### config.mk
export PLATFORM = sky130hd
export DESIGN_NAME = sfdd_env
export DESIGN_NICKNAME = d
export VERILOG_FILES = /design/src/rtl/sfdd_pkg.sv /design/src/rtl/sfdd_env.sv
export SDC_FILE = /design/constraint.sdc
export NUM_CORES = 2
export LEC_CHECK = 0
export ABC_AREA = 0
export ABC_CLOCK_PERIOD_IN_PS = 11450
export BUFFER_PORTS_ARGS = -buffer_cell sky130_fd_sc_hd__buf_2
export CAP_MARGIN = 5
export CORE_MARGIN = 2
export CORE_UTILIZATION = 30
export CTS_BUF_LIST = sky130_fd_sc_hd__clkbuf_4 sky130_fd_sc_hd__clkbuf_8
export CTS_CLUSTER_SIZE = 10
export DETAILED_ROUTE_END_ITERATION = 10
export GPL_TIMING_DRIVEN = 1
export MAX_ROUTING_LAYER = met4
export PLACE_DENSITY_LB_ADDON = 0.3
export SYNTH_ARGS = -nofsm -noshare
export SYNTH_HDL_FRONTEND = slang
export SYNTH_SLANG_ARGS = --single-unit
export TNS_END_PERCENT = 100
### constraint.sdc
create_clock -name i_clk -period 11.45 [get_ports i_clk]
set_clock_uncertainty 0.15 [all_clocks]
set_input_delay 2.29 -clock i_clk [delete_from_list [all_inputs] [get_ports i_clk]]
set_output_delay 2.29 -clock i_clk [all_outputs]
set_load 0.1 [all_outputs]
### src/rtl/sfdd_pkg.sv
// Shared types, constants and register indexes for the stereo feedback delay.
// No dependencies.
package sfdd_pkg;

    localparam int CFG_IDX_W  = 3;
    localparam int CFG_DATA_W = 25;

    typedef enum logic [CFG_IDX_W-1:0] {
        REG_DELAY_TIME    = 3'd0,
        REG_FEEDBACK_GAIN = 3'd1,
        REG_TONE_COEFF    = 3'd2,
        REG_WET_MIX       = 3'd3,
        REG_DUCK_DEPTH    = 3'd4,
        REG_DUCK_SENS     = 3'd5,
        REG_ATTACK_COEFF  = 3'd6,
        REG_RELEASE_COEFF = 3'd7
    } t_reg_idx;

    typedef enum logic [2:0] {
        ST_IDLE,
        ST_READ0,
        ST_READ1,
        ST_INTERP,
        ST_TONE,
        ST_WRITE,
        ST_OUT
    } t_state;

    typedef struct packed {
        logic rd0;
        logic rd1;
        logic interp;
        logic tone;
        logic wr;
        logic mix;
    } t_lane_ctl;

endpackage

### src/rtl/sfdd_env.sv
// Envelope follower on the left input and ducked wet gain (merging stage).
// Depends on sfdd_pkg.
module sfdd_env import sfdd_pkg::*; #(
    parameter int SAMPLE_BITS = 24
) (
    input  logic                          i_clk,
    input  logic                          i_rst_n,
    input  logic                          i_peak,
    input  logic                          i_lvl,
    input  logic                          i_gain,
    input  logic                          i_wetg,
    input  logic signed [SAMPLE_BITS-1:0] i_x,
    input  logic [15:0]                   i_sens,
    input  logic [23:0]                   i_attack,
    input  logic [23:0]                   i_release,
    input  logic [16:0]                   i_depth,
    input  logic [16:0]                   i_mix,
    output logic [16:0]                   o_wet_gain
);
    localparam int SB = SAMPLE_BITS;
    localparam int LW = SB + 2;
    localparam logic [LW-1:0] ONE = LW'(1) << (SB-1);

    logic [LW-1:0] r_peak, n_peak;
    logic [LW-1:0] r_lvl, n_lvl;
    logic [16:0]   r_gain, n_gain;
    logic [16:0]   r_wetg, n_wetg;

    logic [SB-1:0]        mag;
    logic [SB+16:0]       peak_prod;
    logic [23:0]          k;
    logic signed [LW:0]   diff;
    logic signed [LW+25:0] lvl_prod;
    logic [LW-1:0]        envc;
    logic [SB+16:0]       dep_prod;
    logic [33:0]          wet_prod;

    always_comb begin
        mag       = i_x[SB-1] ? SB'(-i_x) : SB'(i_x);
        peak_prod = (SB+17)'(mag) * (SB+17)'(i_sens) + (SB+17)'(8192);
        k         = (r_peak > r_lvl) ? i_attack : i_release;
        diff      = $signed({1'b0, r_lvl}) - $signed({1'b0, r_peak});
        lvl_prod  = (LW+26)'(diff) * $signed({1'b0, k}) + (LW+26)'(1 << 23);
        envc      = (r_lvl > ONE) ? ONE : r_lvl;
        dep_prod  = (SB+17)'(i_depth) * (SB+17)'(envc) + (SB+17)'(ONE >> 1);
        wet_prod  = 34'(i_mix) * 34'(r_gain) + 34'(32768);

        n_peak = r_peak;
        n_lvl  = r_lvl;
        n_gain = r_gain;
        n_wetg = r_wetg;
        if (i_peak) begin
            n_peak = LW'(peak_prod >> 14);
        end
        if (i_lvl) begin
            n_lvl = LW'($signed({1'b0, r_peak}) + (LW+1)'(lvl_prod >>> 24));
        end
        if (i_gain) begin
            n_gain = 17'(18'd65536 - 18'(dep_prod >> (SB-1)));
        end
        if (i_wetg) begin
            n_wetg = 17'(wet_prod >> 16);
        end
    end

    always_ff @(posedge i_clk) begin
        if (!i_rst_n) begin
            r_lvl <= '0;
        end else begin
            r_lvl <= n_lvl;
        end
        r_peak <= n_peak;
        r_gain <= n_gain;
        r_wetg <= n_wetg;
    end

    assign o_wet_gain = r_wetg;
endmodule

==> run metrics <==
Port-buffer cells around 140; share of the synthesized area in the top cell type around 50%; Period minus WS final about 11 ns; CTS tree built; top post-synthesis cells by count 1755 x inv_1, 1547 x fa_1, 975 x nand2_1; number of library cell types mapped by synthesis between 80 and 90; grt ovf 0; IO Pins roughly 150; clock root buffer clkbuf_8; Ys Warns 0; Worst Tran Pin Value 1.14 ns; CP Class reg2reg; delay-heaviest family, CP adder cells; clock tree buffer depth 2; first-pass GRT wire length roughly 300 mm; synth top area cells fa_1 49%, ha_1 11%, inv_1 10%, nand2_1 5.8%, and2_1 3.0%; FF+latch count, synth 86; fin nets 9674; post-synth top area cell fa_1; CP most frequent cell fa_1; Data required, critical path between 10 and 15 ns; Async SR Flop Fraction 0%; Starting Density 30.1%; FF-to-FF path depth between 50 and 60; Relative slew margins a little under a quarter; CP arrival approximately 12 ns; Startpoint Class flip-flop; Core ar. ~210000 um2; First-pass DRT Iterations 5; # Max-Cap Violations 0; Antenna Nets Post-Route 0; Syn Inst Count ~7000; crit-path max cell delay approximately 0.54 ns; H-tree levels 3; die area 214000 um2; number of global-route vias before repair between 50000 and 60000; Die W 462 um; EDFF count, synth 60; clock buffers created by TritonCTS 9; fmax around 87 MHz; final hold slack ~0.58 ns; Syn Area/Cell 8.95 um2; dpl hpwl 156 mm; Tcrit/Tclk final 100%; pin count of the biggest net entering global routing 58; Via density ~4.7; failing checks negative setup slack; routed wire length per instance between 15 and 20 um; count leader, synth inv_1; Layout area overhead 13.6%; Placement Rows 168; post-layout util between 30 and 40%; share of post-route cells with drive strength above 1 between 10 and 15%; fin worst setup slack -0.0397 ns; Hold Path Depth 3; Die Span Y 462 um; antenna violations before repair 15; WP buf/inv 10; clock latency on the worst-skew pair roughly 0.44 ns; Final Hold Viols 0; Levels on crit path slightly above 50; clock transition at the registers of the reported paths roughly 0.12 ns; cell area after synthesis between 60000 and 70000 um2; DR iter-0 viols 2500; Slew Viols, Final 0; # DRC 0; Primary FF master, synth edfxtp_1; sequential element share of the synthesized area 3.69%; RSZ-0062 raised after global routing yes; RePlAce Congestion 0.933; total number of vias between 40000 and 50000; critical-path maximum fanout 3; drt total wl ~190 mm; GRT Total Usage a little under a fifth; Fin Setup TNS -0.0719 ns; status complete, but fails checks; CP endpoint kind flip-flop; CP max stage cell fa_1; Hold/Removal Path Class reg2reg; Final setup viols 2; Filler Cells Inserted ~22000; CTS sink count 86
placed cells by master (no fill, tap or decap), types with 17 or more instances in the layout:
cell,Yosys,routed
a21oi_2,3,19
and3_1,162,158
a21o_1,64,64
nand2_1,975,970
nor2_1,443,430
xor2_1,59,58
inv_1,1755,1742
mux2i_1,40,27
edfxtp_1,60,60
o21ai_0,61,46
nand3_1,32,29
ha_1,575,559
xnor2_1,143,131
and2_1,302,301
nor3_1,42,40
nand2b_1,32,32
conb_1,2,29
dfxtp_1,26,25
o21bai_1,19,17
o21a_1,22,22
buf_12,0,22
fa_1,1547,1544
buf_2,5,144
buf_4,2,464
nor2b_1,61,58
mux2_2,18,18
a21oi_1,94,73
registers in the layout, summed over array words and instances, names as in the netlist:
register and cells:
r_lvl 26, r_peak 26, o_wet_gain 17, r_gain 17
layout make-up:
cell class / count / area (um2) / share of cell area, %
multi-input cells: 4922 / 54000 / 75.4
flip-flops and latches: 86 / 2320 / 3.25
clock buffers: 9 / 124 / 0.173
inverters: 1755 / 6590 / 9.21
well taps: 2805 / 3510 / 4.90
repair buffers: 650 / 4930 / 6.89
diodes: 9 / 22.5 / 0.0315
clock inverters: 7 / 83.8 / 0.117
stage by stage:
stage / worst slack [ns] / instances / instance area (um2)
3_5_place_dp: -0.530 / 10200 / 69800
5_1_grt: -0.523 / 10200 / 71600
3_3_place_gp: -0.382 / 10200 / 69800
2_1_floorplan: 0.0193 / 7062 / 63100
6_report: -0.0397 / 10200 / 71600
4_1_cts: -0.179 / 10200 / 70600
logic make-up after synthesis:
family	count (synthesis)	synth area share (%)
and+or+nand+nor	2129	15.5
adders and majority gates	2123	60.6
buffers and inverters	2054	12.3
AOI/OAI and AO/OA	380	4.13
xor gates and xnor gates	202	2.81
DFF	86	3.69
muxes	59	0.993
other	2	0.0119
repair_timing:
| item | in CTS | in global routing |
|---|---|---|
| endpoints found under the setup margin | 14 | 16 |
| hold endpoints to repair | 0 | 0 |
| resized for setup | 75 | 112 |
| buffers inserted | 25 | 38 |
| hold buffers | 0 | 0 |
| gates cloned | 1 | 3 |
| pin swaps | 87 | 88 |
tightest hold or removal path, cell delays in order, from the launching register on:
cell and delay, ns:
dfxtp_1 0.33, buf_4 0.17, mux2i_1 0.13, nor2b_1 0.06
worst paths after layout:
check	from	to	slack [ns]
worst max-delay path	r_peak[0]$_DFFE_PP_	r_lvl[25]$_SDFFE_PN0P_	-0.04
worst min-delay path	r_lvl[10]$_SDFFE_PN0P_	r_lvl[10]$_SDFFE_PN0P_	0.58
worst max register to register	r_peak[0]$_DFFE_PP_	r_lvl[25]$_SDFFE_PN0P_	-0.04
worst min register to register	r_lvl[10]$_SDFFE_PN0P_	r_lvl[10]$_SDFFE_PN0P_	0.58
layer usage:
metal | track usage [%] | up-vias | share of wire [%]
met3 | 1.77 | 253 | 4.4
met2 | 31.4 | 1229 | 50
met5 | - | - | 0
met4 | 4.68 | 0 | 3.1
met1 | 23.3 | 24800 | 43
li1 | - | 21500 | -
Power is not shown: default switching activity piles up to over one toggle a cycle in this logic, so the estimate is an artifact.
